**src/rtl/wrcm_pkg.sv**
```systemverilog
// Shared types, sizes and register codes for the windowed RMS current meter.
// No dependencies; every other file of the block refers to this package by scope.
`default_nettype none

package wrcm_pkg;

    // Data path sizes
    localparam int ADC_BITS    = 12;
    localparam int WINDOW_BITS = 12;
    localparam int SUM_W       = 37;
    localparam int FRAC_BITS   = 8;
    // mean is shifted left by two fraction widths before the root
    localparam int RAD_IN_W    = SUM_W + 2 * FRAC_BITS;
    localparam int ROOT_W      = (RAD_IN_W + 1) / 2;
    localparam int RAD_W       = 2 * ROOT_W;
    localparam int RMS_W       = 20;
    localparam int CUR_W       = 16;
    localparam int PWR_W       = 26;
    localparam int SMP_TMR_W   = 8;
    localparam int WIN_TMR_W   = 12;
    localparam int GAIN_W      = 16;
    localparam int PGAIN_W     = 10;
    localparam int MUL_A_W     = 20;
    localparam int MUL_B_W     = 16;
    localparam int MUL_P_W     = MUL_A_W + MUL_B_W;
    localparam int DIV_CNT_W   = $clog2(SUM_W);
    localparam int SQ_CNT_W    = $clog2(ROOT_W);

    // Configuration port
    localparam int CFG_IDX_W  = 3;
    localparam int CFG_DATA_W = 16;

    typedef logic [CFG_IDX_W-1:0] cfg_idx_t;

    localparam cfg_idx_t REG_ADC_OFFSET      = 3'd0;
    localparam cfg_idx_t REG_SAMPLE_INTERVAL = 3'd1;
    localparam cfg_idx_t REG_WINDOW_LENGTH   = 3'd2;
    localparam cfg_idx_t REG_CURRENT_GAIN    = 3'd3;
    localparam cfg_idx_t REG_DEADBAND_MA     = 3'd4;
    localparam cfg_idx_t REG_POWER_GAIN      = 3'd5;

    // Register reset values
    localparam logic [ADC_BITS-1:0]  RST_ADC_OFFSET      = 12'd2048;
    localparam logic [SMP_TMR_W-1:0] RST_SAMPLE_INTERVAL = 8'd1;
    localparam logic [WIN_TMR_W-1:0] RST_WINDOW_LENGTH   = 12'd200;
    localparam logic [GAIN_W-1:0]    RST_CURRENT_GAIN    = 16'd6190;
    localparam logic [CUR_W-1:0]     RST_DEADBAND_MA     = 16'd120;
    localparam logic [PGAIN_W-1:0]   RST_POWER_GAIN      = 10'd198;

    // Input item kinds
    localparam logic KIND_TICK    = 1'b0;
    localparam logic KIND_RESTART = 1'b1;

    typedef logic [SUM_W-1:0] sum_t;
    typedef logic [RAD_W-1:0] rad_t;

    typedef struct packed {
        logic                kind;
        logic [ADC_BITS-1:0] adc_sample;
    } in_t;

    typedef struct packed {
        logic [RMS_W-1:0]       rms_counts;
        logic [CUR_W-1:0]       current_ma;
        logic [PWR_W-1:0]       power_mw;
        logic [WINDOW_BITS-1:0] samples_used;
        logic                   in_deadband;
    } out_t;

endpackage

`default_nettype wire

```
**src/rtl/windowed_rms_current_meter.sv**
```systemverilog
// Windowed true-RMS current meter: sequencer, shared multiplier, accumulators.
// Depends on wrcm_pkg, wrcm_div and wrcm_sqrt.
//
// Usage:
//  - Input channel (in_valid/in_stall/in_data): one beat per millisecond tick
//    carrying an ADC sample, or a restart beat that clears timers and sums.
//  - Output channel (out_valid/out_stall/out_data): one beat per closed window
//    that held at least one sample: RMS in Q12.8 counts, current in mA after
//    the deadband, power in mW, sample count and the deadband flag.
//  - Config port (cfg_we/cfg_index/cfg_data): write while the block is idle.
//  - Sequence: a restart beat is taken without leaving idle; a tick that does
//    not close the window passes accept, multiply and accumulate; one that
//    closes an empty window adds the close step. A close with samples adds
//    the bit-serial divider and square root, then current and power steps
//    and the result beat. in_stall is high whenever the sequencer is not idle.
//  - The finished result sits in an output register; new ticks are taken
//    while it waits. A later window close waits in its last step until the
//    output register is free, holding in_stall high.
//  - Reset: registers go to their defaults, timers and sums to zero, and the
//    output channel is empty.
`default_nettype none

module windowed_rms_current_meter (
    input  wire logic                                clk,
    input  wire logic                                rst_n,
    input  wire logic                                in_valid,
    output logic                                     in_stall,
    input  wire wrcm_pkg::in_t                       in_data,
    output logic                                     out_valid,
    input  wire logic                                out_stall,
    output wrcm_pkg::out_t                           out_data,
    input  wire logic                                cfg_we,
    input  wire wrcm_pkg::cfg_idx_t                  cfg_index,
    input  wire logic [wrcm_pkg::CFG_DATA_W-1:0]     cfg_data
);

    typedef enum logic [3:0] {
        ST_IDLE,
        ST_MULSQ,
        ST_ACC,
        ST_CLOSE,
        ST_DIV,
        ST_SQRT,
        ST_MULC,
        ST_CUR,
        ST_MULP,
        ST_EMIT
    } state_t;

    state_t state_reg;

    // Configuration registers
    logic [wrcm_pkg::ADC_BITS-1:0]   adc_offset_reg;
    logic [wrcm_pkg::SMP_TMR_W-1:0]  sample_interval_reg;
    logic [wrcm_pkg::WIN_TMR_W-1:0]  window_length_reg;
    logic [wrcm_pkg::GAIN_W-1:0]     current_gain_reg;
    logic [wrcm_pkg::CUR_W-1:0]      deadband_reg;
    logic [wrcm_pkg::PGAIN_W-1:0]    power_gain_reg;

    // Window state
    logic [wrcm_pkg::SMP_TMR_W-1:0]    sample_timer_reg;
    logic [wrcm_pkg::WIN_TMR_W-1:0]    window_timer_reg;
    wrcm_pkg::sum_t                    sum_reg;
    logic [wrcm_pkg::WINDOW_BITS-1:0]  count_reg;

    // Per-item working registers
    logic                              take_reg;
    logic                              close_reg;
    logic [wrcm_pkg::ADC_BITS-1:0]     mag_reg;
    logic [wrcm_pkg::MUL_P_W-1:0]      prod_reg;
    logic [wrcm_pkg::RMS_W-1:0]        rms_reg;
    logic [wrcm_pkg::CUR_W-1:0]        cur_reg;
    logic                              dead_reg;
    logic [wrcm_pkg::WINDOW_BITS-1:0]  samples_reg;

    logic                              out_valid_reg;
    wrcm_pkg::out_t                    out_reg;

    logic                              in_accept;
    logic                              out_take;
    logic                              div_start;
    logic                              div_done;
    wrcm_pkg::sum_t                    div_quo;
    logic                              sq_start;
    logic                              sq_done;
    logic [wrcm_pkg::ROOT_W-1:0]       sq_root;

    logic [wrcm_pkg::SMP_TMR_W-1:0]    smp_tmr_inc;
    logic [wrcm_pkg::WIN_TMR_W-1:0]    win_tmr_inc;
    logic                              take_now;
    logic                              close_now;
    logic [wrcm_pkg::ADC_BITS-1:0]     mag_now;

    logic [wrcm_pkg::MUL_A_W-1:0]      mul_a;
    logic [wrcm_pkg::MUL_B_W-1:0]      mul_b;
    logic [wrcm_pkg::MUL_P_W-1:0]      mul_p;

    logic [wrcm_pkg::SUM_W:0]          sum_add;
    wrcm_pkg::sum_t                    sum_next;
    logic [wrcm_pkg::WINDOW_BITS-1:0]  count_next;
    logic [wrcm_pkg::RMS_W-1:0]        rms_sat;
    logic [wrcm_pkg::CUR_W-1:0]        cur_sat;
    logic                              dead_now;

    assign in_stall  = (state_reg != ST_IDLE);
    assign in_accept = in_valid && !in_stall;
    assign out_take  = out_valid_reg && !out_stall;
    assign out_valid = out_valid_reg;
    assign out_data  = out_reg;

    // Tick timers and centred sample magnitude
    always_comb
    begin
        smp_tmr_inc = sample_timer_reg + 1'b1;
        win_tmr_inc = window_timer_reg + 1'b1;
        take_now    = (smp_tmr_inc >= sample_interval_reg);
        close_now   = (win_tmr_inc >= window_length_reg);
        mag_now     = (in_data.adc_sample >= adc_offset_reg)
                    ? in_data.adc_sample - adc_offset_reg
                    : adc_offset_reg - in_data.adc_sample;
    end

    // Shared multiplier: square, current scaling, power scaling
    always_comb
    begin
        case (state_reg)
            ST_MULSQ:
            begin
                mul_a = wrcm_pkg::MUL_A_W'(mag_reg);
                mul_b = wrcm_pkg::MUL_B_W'(mag_reg);
            end
            ST_MULC:
            begin
                mul_a = rms_reg;
                mul_b = current_gain_reg;
            end
            ST_MULP:
            begin
                mul_a = wrcm_pkg::MUL_A_W'(cur_reg);
                mul_b = wrcm_pkg::MUL_B_W'(power_gain_reg);
            end
            default:
            begin
                mul_a = '0;
                mul_b = '0;
            end
        endcase
        mul_p = mul_a * mul_b;
    end

    // Saturating accumulate, root clamp, current clamp and deadband
    always_comb
    begin
        sum_add    = {1'b0, sum_reg} + (wrcm_pkg::SUM_W + 1)'(prod_reg);
        sum_next   = sum_add[wrcm_pkg::SUM_W] ? '1 : sum_add[wrcm_pkg::SUM_W-1:0];
        count_next = (count_reg == '1) ? count_reg : count_reg + 1'b1;
        rms_sat    = (|sq_root[wrcm_pkg::ROOT_W-1:wrcm_pkg::RMS_W]) ? '1
                   : sq_root[wrcm_pkg::RMS_W-1:0];
        cur_sat    = (|prod_reg[wrcm_pkg::MUL_P_W-1:wrcm_pkg::CUR_W+16]) ? '1
                   : prod_reg[wrcm_pkg::CUR_W+15:16];
        dead_now   = (cur_sat < deadband_reg);
    end

    assign div_start = (state_reg == ST_CLOSE) && (count_reg != '0);
    assign sq_start  = (state_reg == ST_DIV) && div_done;

    wrcm_div u_div (
        .clk      (clk),
        .rst_n    (rst_n),
        .start    (div_start),
        .dividend (sum_reg),
        .divisor  (count_reg),
        .done     (div_done),
        .quotient (div_quo)
    );

    wrcm_sqrt u_sqrt (
        .clk   (clk),
        .rst_n (rst_n),
        .start (sq_start),
        .mean  (div_quo),
        .done  (sq_done),
        .root  (sq_root)
    );

    // Configuration writes
    always_ff @(posedge clk or negedge rst_n)
    begin
        if (!rst_n)
        begin
            adc_offset_reg      <= wrcm_pkg::RST_ADC_OFFSET;
            sample_interval_reg <= wrcm_pkg::RST_SAMPLE_INTERVAL;
            window_length_reg   <= wrcm_pkg::RST_WINDOW_LENGTH;
            current_gain_reg    <= wrcm_pkg::RST_CURRENT_GAIN;
            deadband_reg        <= wrcm_pkg::RST_DEADBAND_MA;
            power_gain_reg      <= wrcm_pkg::RST_POWER_GAIN;
        end
        else if (cfg_we)
        begin
            case (cfg_index)
                wrcm_pkg::REG_ADC_OFFSET:
                    adc_offset_reg <= cfg_data[wrcm_pkg::ADC_BITS-1:0];
                wrcm_pkg::REG_SAMPLE_INTERVAL:
                    sample_interval_reg <= cfg_data[wrcm_pkg::SMP_TMR_W-1:0];
                wrcm_pkg::REG_WINDOW_LENGTH:
                    window_length_reg <= cfg_data[wrcm_pkg::WIN_TMR_W-1:0];
                wrcm_pkg::REG_CURRENT_GAIN:
                    current_gain_reg <= cfg_data[wrcm_pkg::GAIN_W-1:0];
                wrcm_pkg::REG_DEADBAND_MA:
                    deadband_reg <= cfg_data[wrcm_pkg::CUR_W-1:0];
                wrcm_pkg::REG_POWER_GAIN:
                    power_gain_reg <= cfg_data[wrcm_pkg::PGAIN_W-1:0];
                default:
                    ;
            endcase
        end
    end

    // Sequencer with window state and output register
    always_ff @(posedge clk or negedge rst_n)
    begin
        if (!rst_n)
        begin
            state_reg        <= ST_IDLE;
            sample_timer_reg <= '0;
            window_timer_reg <= '0;
            sum_reg          <= '0;
            count_reg        <= '0;
            take_reg         <= 1'b0;
            close_reg        <= 1'b0;
            out_valid_reg    <= 1'b0;
        end
        else
        begin
            // ST_EMIT refills the output register in the cycle it drains
            if (out_take && state_reg != ST_EMIT)
            begin
                out_valid_reg <= 1'b0;
            end
            case (state_reg)
                ST_IDLE:
                begin
                    if (in_accept)
                    begin
                        if (in_data.kind == wrcm_pkg::KIND_RESTART)
                        begin
                            sample_timer_reg <= '0;
                            window_timer_reg <= '0;
                            sum_reg          <= '0;
                            count_reg        <= '0;
                        end
                        else
                        begin
                            sample_timer_reg <= take_now ? '0 : smp_tmr_inc;
                            window_timer_reg <= close_now ? '0 : win_tmr_inc;
                            take_reg         <= take_now;
                            close_reg        <= close_now;
                            state_reg        <= ST_MULSQ;
                        end
                    end
                end
                ST_MULSQ:
                begin
                    state_reg <= ST_ACC;
                end
                ST_ACC:
                begin
                    if (take_reg)
                    begin
                        sum_reg   <= sum_next;
                        count_reg <= count_next;
                    end
                    state_reg <= close_reg ? ST_CLOSE : ST_IDLE;
                end
                ST_CLOSE:
                begin
                    // Divider has latched the operands; accumulators restart
                    sum_reg   <= '0;
                    count_reg <= '0;
                    state_reg <= (count_reg != '0) ? ST_DIV : ST_IDLE;
                end
                ST_DIV:
                begin
                    if (div_done)
                    begin
                        state_reg <= ST_SQRT;
                    end
                end
                ST_SQRT:
                begin
                    if (sq_done)
                    begin
                        state_reg <= ST_MULC;
                    end
                end
                ST_MULC:
                begin
                    state_reg <= ST_CUR;
                end
                ST_CUR:
                begin
                    state_reg <= ST_MULP;
                end
                ST_MULP:
                begin
                    state_reg <= ST_EMIT;
                end
                ST_EMIT:
                begin
                    if (!out_valid_reg || out_take)
                    begin
                        out_valid_reg <= 1'b1;
                        state_reg     <= ST_IDLE;
                    end
                end
                default:
                begin
                    state_reg <= ST_IDLE;
                end
            endcase
        end
    end

    // Data path registers
    always_ff @(posedge clk)
    begin
        if (in_accept)
        begin
            mag_reg <= mag_now;
        end
        if (state_reg == ST_MULSQ || state_reg == ST_MULC || state_reg == ST_MULP)
        begin
            prod_reg <= mul_p;
        end
        if (state_reg == ST_CLOSE)
        begin
            samples_reg <= count_reg;
        end
        if (state_reg == ST_SQRT && sq_done)
        begin
            rms_reg <= rms_sat;
        end
        if (state_reg == ST_CUR)
        begin
            cur_reg  <= dead_now ? '0 : cur_sat;
            dead_reg <= dead_now;
        end
        if (state_reg == ST_EMIT && (!out_valid_reg || out_take))
        begin
            out_reg.rms_counts   <= rms_reg;
            out_reg.current_ma   <= cur_reg;
            out_reg.power_mw     <= prod_reg[wrcm_pkg::PWR_W-1:0];
            out_reg.samples_used <= samples_reg;
            out_reg.in_deadband  <= dead_reg;
        end
    end

endmodule

`default_nettype wire

```
**src/rtl/wrcm_div.sv**
```systemverilog
// Restoring divider, one quotient bit per cycle: sum of squares by sample count.
// Depends on wrcm_pkg for sizes.
`default_nettype none

module wrcm_div (
    input  wire logic                                clk,
    input  wire logic                                rst_n,
    input  wire logic                                start,
    input  wire wrcm_pkg::sum_t                      dividend,
    input  wire logic [wrcm_pkg::WINDOW_BITS-1:0]    divisor,
    output logic                                     done,
    output wrcm_pkg::sum_t                           quotient
);

    logic                               busy_reg;
    logic                               done_reg;
    logic [wrcm_pkg::DIV_CNT_W-1:0]     step_reg;
    logic [wrcm_pkg::WINDOW_BITS-1:0]   div_reg;
    logic [wrcm_pkg::WINDOW_BITS-1:0]   rem_reg;
    wrcm_pkg::sum_t                     quo_reg;

    logic [wrcm_pkg::WINDOW_BITS:0]     rem_sh;
    logic [wrcm_pkg::WINDOW_BITS:0]     rem_diff;
    logic                               ge;
    logic [wrcm_pkg::WINDOW_BITS-1:0]   rem_next;
    wrcm_pkg::sum_t                     quo_next;

    // One trial subtraction; remainder stays below the divisor
    always_comb
    begin
        rem_sh   = {rem_reg, quo_reg[wrcm_pkg::SUM_W-1]};
        rem_diff = rem_sh - {1'b0, div_reg};
        ge       = (rem_sh >= {1'b0, div_reg});
        rem_next = ge ? rem_diff[wrcm_pkg::WINDOW_BITS-1:0]
                      : rem_sh[wrcm_pkg::WINDOW_BITS-1:0];
        quo_next = {quo_reg[wrcm_pkg::SUM_W-2:0], ge};
    end

    always_ff @(posedge clk or negedge rst_n)
    begin
        if (!rst_n)
        begin
            busy_reg <= 1'b0;
            done_reg <= 1'b0;
            step_reg <= '0;
        end
        else
        begin
            done_reg <= 1'b0;
            if (start)
            begin
                busy_reg <= 1'b1;
                step_reg <= wrcm_pkg::DIV_CNT_W'(wrcm_pkg::SUM_W - 1);
            end
            else if (busy_reg)
            begin
                step_reg <= step_reg - 1'b1;
                if (step_reg == '0)
                begin
                    busy_reg <= 1'b0;
                    done_reg <= 1'b1;
                end
            end
        end
    end

    // Operand and partial result registers
    always_ff @(posedge clk)
    begin
        if (start)
        begin
            div_reg <= divisor;
            rem_reg <= '0;
            quo_reg <= dividend;
        end
        else if (busy_reg)
        begin
            rem_reg <= rem_next;
            quo_reg <= quo_next;
        end
    end

    assign done     = done_reg;
    assign quotient = quo_reg;

endmodule

`default_nettype wire

```
**src/rtl/wrcm_sqrt.sv**
```systemverilog
// Digit-by-digit integer square root of mean << 16, one root bit per cycle.
// Depends on wrcm_pkg for sizes.
`default_nettype none

module wrcm_sqrt (
    input  wire logic                             clk,
    input  wire logic                             rst_n,
    input  wire logic                             start,
    input  wire wrcm_pkg::sum_t                   mean,
    output logic                                  done,
    output logic [wrcm_pkg::ROOT_W-1:0]           root
);

    logic                              busy_reg;
    logic                              done_reg;
    logic [wrcm_pkg::SQ_CNT_W-1:0]     step_reg;
    wrcm_pkg::rad_t                    rad_reg;
    logic [wrcm_pkg::ROOT_W-1:0]       rem_reg;
    logic [wrcm_pkg::ROOT_W-1:0]       root_reg;

    logic [wrcm_pkg::ROOT_W+1:0]       rem_sh;
    logic [wrcm_pkg::ROOT_W+1:0]       trial;
    logic [wrcm_pkg::ROOT_W+1:0]       rem_diff;
    logic                              ge;

    // Bring down two radicand bits and try root*4+1
    always_comb
    begin
        rem_sh   = {rem_reg, rad_reg[wrcm_pkg::RAD_W-1 -: 2]};
        trial    = {1'b0, root_reg[wrcm_pkg::ROOT_W-2:0], 2'b01};
        rem_diff = rem_sh - trial;
        ge       = (rem_sh >= trial);
    end

    always_ff @(posedge clk or negedge rst_n)
    begin
        if (!rst_n)
        begin
            busy_reg <= 1'b0;
            done_reg <= 1'b0;
            step_reg <= '0;
        end
        else
        begin
            done_reg <= 1'b0;
            if (start)
            begin
                busy_reg <= 1'b1;
                step_reg <= wrcm_pkg::SQ_CNT_W'(wrcm_pkg::ROOT_W - 1);
            end
            else if (busy_reg)
            begin
                step_reg <= step_reg - 1'b1;
                if (step_reg == '0)
                begin
                    busy_reg <= 1'b0;
                    done_reg <= 1'b1;
                end
            end
        end
    end

    // Remainder stays below 2^ROOT_W until the last step, whose remainder is unused
    always_ff @(posedge clk)
    begin
        if (start)
        begin
            rad_reg  <= wrcm_pkg::rad_t'({mean, {(2 * wrcm_pkg::FRAC_BITS){1'b0}}});
            rem_reg  <= '0;
            root_reg <= '0;
        end
        else if (busy_reg)
        begin
            rad_reg  <= {rad_reg[wrcm_pkg::RAD_W-3:0], 2'b00};
            rem_reg  <= ge ? rem_diff[wrcm_pkg::ROOT_W-1:0] : rem_sh[wrcm_pkg::ROOT_W-1:0];
            root_reg <= {root_reg[wrcm_pkg::ROOT_W-2:0], ge};
        end
    end

    assign done = done_reg;
    assign root = root_reg;

endmodule

`default_nettype wire
```
**config.mk**
```make
export PLATFORM = sky130hd
export DESIGN_NAME = windowed_rms_current_meter
export DESIGN_NICKNAME = d
export VERILOG_FILES = /design/src/rtl/wrcm_pkg.sv /design/src/rtl/windowed_rms_current_meter.sv /design/src/rtl/wrcm_div.sv /design/src/rtl/wrcm_sqrt.sv
export SDC_FILE = /design/constraint.sdc
export NUM_CORES = 2
export LEC_CHECK = 0
export BUFFER_PORTS_ARGS = -buffer_cell sky130_fd_sc_hd__buf_4
export CAP_MARGIN = 10
export CORE_MARGIN = 8
export CORE_UTILIZATION = 50
export CTS_BUF_LIST = sky130_fd_sc_hd__clkbuf_8 sky130_fd_sc_hd__clkbuf_16
export DETAILED_ROUTE_END_ITERATION = 12
export MAX_ROUTING_LAYER = met4
export PLACE_DENSITY = 0.66
export SLEW_MARGIN = 20
export SYNTH_ARGS = -nofsm -noshare
export SYNTH_HDL_FRONTEND = slang
export SYNTH_SLANG_ARGS = --single-unit
```
**constraint.sdc**
```tcl
create_clock -name clk -period 9.35 [get_ports clk]
set_input_delay 0.935 -clock clk [delete_from_list [all_inputs] [get_ports clk]]
set_output_delay 0.935 -clock clk [all_outputs]
set_load 0.005 [all_outputs]
```
# After elaboration in Yosys (flattened, before gate mapping)
# Index checks and enable logic that the tools add are counted.
# totals
register_bits	490
latch_bits	0
mem_bits_rw	0
romBits	0
input_bits	37
output_inout_bits	77
word_cells	166
memories	0
# classes
addsub	10
multipliers	1
n_div	0
magnitude_cmp	6
eq_ne	24
shifts	0
muxes	51
bitwise	1
n_reduce_logical	35
# op_table
op	n
37-bit two-way mux	6
37-bit one-hot mux with 3 select lines	1
53-bit two-way mux	2
12-bit two-way mux	8
20-bit one-hot mux with 3 select lines	1
16-bit one-hot mux with 3 select lines	1
4-bit one-hot mux with 10 select lines	1
37-bit by 36-bit adder with 38-bit output	1
20-bit by 16-bit multiplier with 36-bit output	1
12-bit one-hot mux with 3 select lines	1
12-bit subtractor	3
29-bit by 28-bit greater-or-equal comparator with 1-bit output	1
27-bit two-way mux	1
27-bit subtractor	1
12-bit by 1-bit adder with 12-bit output (second input constant)	2
12-bit greater-or-equal comparator	2
4-bit two-way mux	5
4-bit by 3-bit == test with 1-bit output (second input constant)	4
16-bit < comparator	1
16-bit two-way mux	1
8-bit two-way mux	2
1-bit two-way mux	15
2-bit AND reduction	7
13-bit by 12-bit greater-or-equal comparator with 1-bit output	1
other kinds (35)	59

# Depth between registers and ports, before layout
# logic_depth
word_depth	6
ltp_mapped	32
depth_no_buf	28

# Modules after synthesis
# A second synthesis with hierarchy kept.
# hier_totals
cells_unflattened	3564
hier_area_um2	35561.6
# by_module_without_submodules
mod	instances	cells_each	area_each_um2	seq_area_each_um2
windowed_rms_current_meter	1	2697	26441.6	8942.3
wrcm_sqrt	1	589	5622.9	2387.3
wrcm_div	1	278	3497.1	1911.8

# Least setup slack after synthesis
# OpenSTA, ideal clock, no wires.
# synth_timing
path_type	register to register
startpoint	register state_reg[2]
endpoint	register prod_reg[35] in the netlist's numbering (data pin)
setup_time_ns	0.260
arrival_ns	7.252
required_ns	9.090
path_slack_ns	1.838
stages_incl_launch_ff	30
path_buffers	5
period_less_slack_ns	7.512
cell_sequence	dfrtp_1 clkbuf_1 inv_1 nand2_1 nor3_1 clkbuf_1 buf_1 a22o_1 clkbuf_1 nand2_1 fa_1 inv_1 fa_1 fa_1 fa_1 fa_1 inv_1 fa_1 inv_1 ha_1 clkbuf_1 and4_1 and3_1 and4_1 a32oi_1 a41oi_1 o211ai_1 o21ai_0 a21oi_1 xnor2_1
# synth_between
elab_chain_cells	3
elab_cells_between_ends	6
cone_classes	mul (1); eq/ne (3); mux (2)
# synth_lines
element	line	rtl
from (decl)	windowed_rms_current_meter.sv:50	state_t state_reg;
from (signal assigned)	windowed_rms_current_meter.sv:273	state_reg <= close_reg ? ST_CLOSE : ST_IDLE;
from (signal assigned)	windowed_rms_current_meter.sv:280	state_reg <= (count_reg != '0) ? ST_DIV : ST_IDLE;
4-bit == test, or another cell as far along	windowed_rms_current_meter.sv:126	case (state_reg)
20-bit one-hot mux with 3 select lines / 16-bit one-hot mux with 3 select lines (equally long branches)	windowed_rms_current_meter.sv:126	
20-bit by 16-bit multiplier with 36-bit output (*)	windowed_rms_current_meter.sv:148	mul_p = mul_a * mul_b;
via mul_p, one bit	windowed_rms_current_meter.sv:96	logic [wrcm_pkg::MUL_P_W-1:0] mul_p;
to (signal assigned)	windowed_rms_current_meter.sv:333	prod_reg <= mul_p;
to (decl)	windowed_rms_current_meter.sv:70	logic [wrcm_pkg::MUL_P_W-1:0] prod_reg;
# Mark *: on every way through the listed nets, which the timed path passes. The rest lies on a longest branch.
# A chain may end at the register's enable or synchronous reset.

# Worst setup path after layout
# layout_timing
startpoint	register state_reg[1]
endpoint	register prod_reg[35] in the netlist's numbering (data pin)
# The elaborated chain is that of the path after synthesis.

==> results.md <==
- Status: completed
- TritonCTS buffer count: 55
- CP arrival: about 9.0 ns
- Total GRT Usage: 24.9%
- Port buffer count: 113
- Clock skew after layout: 0.0432 ns
- Starting density of the core: between 50% and 60%
- DRC: 0
- Initial antenna violation count: 3
- Largest net degree at the start of global routing: 95
- IO Pins: 114
- Root Buffer: clkbuf_16
- Max-cap viol count: 0
- WL/cell: 20.3 microns
- ANT nets after route: 0
- Period utilization: 92.0%
- Crit start category: register
- Global route total overflow: 0
- Async set-reset flop share out of synthesis: 33.7%
- Post-synth top area share: roughly 22%
- Clk buf depth: 3
- Post-DP HPWL: 73.1 mm
- Die Area: 79100 sq um
- FP Rows: 97
- Worst Setup SP: state_reg[1]
- WS Path Type: register to register
- Hold slack: 0.145 ns
- Critical-path maximum fanout: 26
- Final setup vio count: 0
- Yosys cell types: 82
- Number of flops mapped to enable cells by yosys: 258
- Initial DRC Count: 2004
- Clock Pin Slew Worst Setup and Hold Paths: 0.06 ns
- Area growth from synthesis to layout: 11.3%
- Final net count: 4255
- Place WS: 0.909 ns
- Required @ worst endpoint: 9.74 ns
- Ys flop type: edfxtp_1
- CTS tree: yes
- Cells after Synth: 3648
- Syn avg cell area: approximately 9.6 sq um
- Flops & latches, synth: 490
- Setup TNS: 0 ns
- Most common cell after layout, fill and taps aside: nand2_1
- FF-to-FF Start: state_reg[1]
- First-pass GRT wire length: 149 mm
- Synth area leaders: edfxtp_1 22%, fa_1 14%, dfrtp_1 10%, ha_1 8.9%, nand2_1 6.2%
- Filler cell count: 6322
- Clock sink count: 490
- H-tree depth reported by CTS: 2
- FMAX: approximately 0.12 GHz
- Vias in the first global route: 26139
- Fin. max-slew vios: 0
- Post_cts resized: 0
- Leakage: 18.0 nW
- Core area: roughly 70000 sq um
- Kind of end point of the critical path: register
- Max reg flops: 75
- Final worst slack: 0.744 ns
- Ys Warns: 0
- Commonest non-fill, non-tap cells in the layout: 580 x nand2_1, 447 x inv_1, 276 x nor2_1, 258 x edfxtp_1, 254 x fa_1
- Placer Congestion: 1.01
- Die H: 281 microns
- DR pass1 iterations: 5
- RSZ-0062 raised after global routing: false
- Worst slew margin: 27.6%
- Layout cells sized above 1: 8.88%
- Least-Margin Pin Slew: 1.09 ns
- Post-Syn Area: 35200 sq um
- Syn_nets: 4189
- Fin. Hold Viols: 0
- Via density: 5.55
- Die width: ~280 microns
- Worst skew pair latency: 0.65 ns
- Vias: 26073
- Worst hold path class: input port to asynchronous set/reset pin
- DRT Wirelength: between 90 and 100 mm
- Post-synthesis sequential area ratio: 37.6%
- Cts hold-fix bufs: 0
- Post CTS Setup Buffer Count: 0
- Tmin final: 8.61 ns
- Maximum vdd drop: between 0.4 and 0.5 mV
- PwrDens: 267 nW/um^2
- Post-synth top area cell: edfxtp_1
==> worst max-delay path, stage by stage, from the launching register on <==
cell and delay [ns]:
dfrtp_1 0.59, nand2b_1 0.38, nor2_4 0.67, a22oi_1 0.23, nand2_1 0.68, nand2_1 0.17
fa_1 0.53, inv_1 0.05, fa_1 0.52, fa_1 0.44, fa_1 0.52, fa_1 0.55
inv_1 0.05, fa_1 0.53, inv_1 0.04, ha_1 0.38, and4_1 0.26, and3_1 0.22
and4_1 0.20, a32oi_1 0.27, a41oi_1 0.29, o211ai_1 0.34, o21ai_0 0.12, a21oi_1 0.19
xnor2_1 0.08
==> metal layers <==
layer	routed length, microns	global-route usage [%]	part of all wire (%)
met3	6930	4.82	7.3
met1	42400	33.6	44
met5	0	-	0
met2	42500	37.6	44
met4	3710	8.52	3.9
==> metrics by stage <==
stage,std cells,cell area (sq um),util [%],power (mW)
global route,4702,39100,56.0,11.2
floorplan,3648,35200,-,6.71
detailed placement,4597,37100,53.0,8.02
global placement,4596,37100,53.0,7.98
CTS,4701,39100,56.0,10.5
finish,4702,39100,56.0,10.4
==> report_power, final <==
| part | total (mW) | leakage (nW) | switching (mW) | internal, mW |
|---|---|---|---|---|
| Combinational | 4.81 | 12.0 | 2.93 | 1.88 |
| Clock | 2.40 | 1.02 | 0.958 | 1.44 |
| Sequential | 3.22 | 5.02 | 0.392 | 2.83 |
==> cell usage after synthesis (all sizes together) (43+ instances only) <==
master  count
mux2i      72
o21ai     180
inv       439
nand3      65
xor2       45
nand2     581
dfxtp      67
fa        254
nor3       43
xnor2      85
a21o       88
ha        250
dfrtp     146
nor2      279
edfxtp    258
nand2b     55
a21oi     170
clkbuf    137
==> cell families (layout without fill, tap and decap cells) <==
family          Yosys count  after routing  synth area share, %
simple gates           1192           1192                 14.9
compound gates          642            642                 11.5
buf+inv                 587            700                 6.29
xor+xnor                130            130                 3.24
mux                     103            103                 3.04
flops                   490            490                 37.6
fa+ha+maj               504            504                 23.3
other cells               0              1                    0
==> cell type report <==
cell class / count / area, sq um / share of cell area [%]
timing repair buffer: 157 / 1180 / 3.02
antenna: 1 / 2.50 / 0.00639
tap: 940 / 1180 / 3.01
clock inverter: 45 / 598 / 1.53
clock buffer: 59 / 1440 / 3.69
sequential: 490 / 13200 / 33.8
multi-input combinational: 2571 / 19800 / 50.7
inverter: 439 / 1650 / 4.21
==> final timing paths <==
path / end / cells after the start / slack (ns)
min in group clk: out_data[11] / 0 / 0.41
hold / removal: sample_timer_reg[3] / 1 / 0.15
setup / recovery: prod_reg[35] / 24 / 0.74
setup reg to reg: prod_reg[35] / 24 / 0.74
hold reg to reg: out_data[11] / 0 / 0.41
max in group asynchronous: u_sqrt.busy_reg / 2 / 7.89
(Power assumes the default switching activity.)
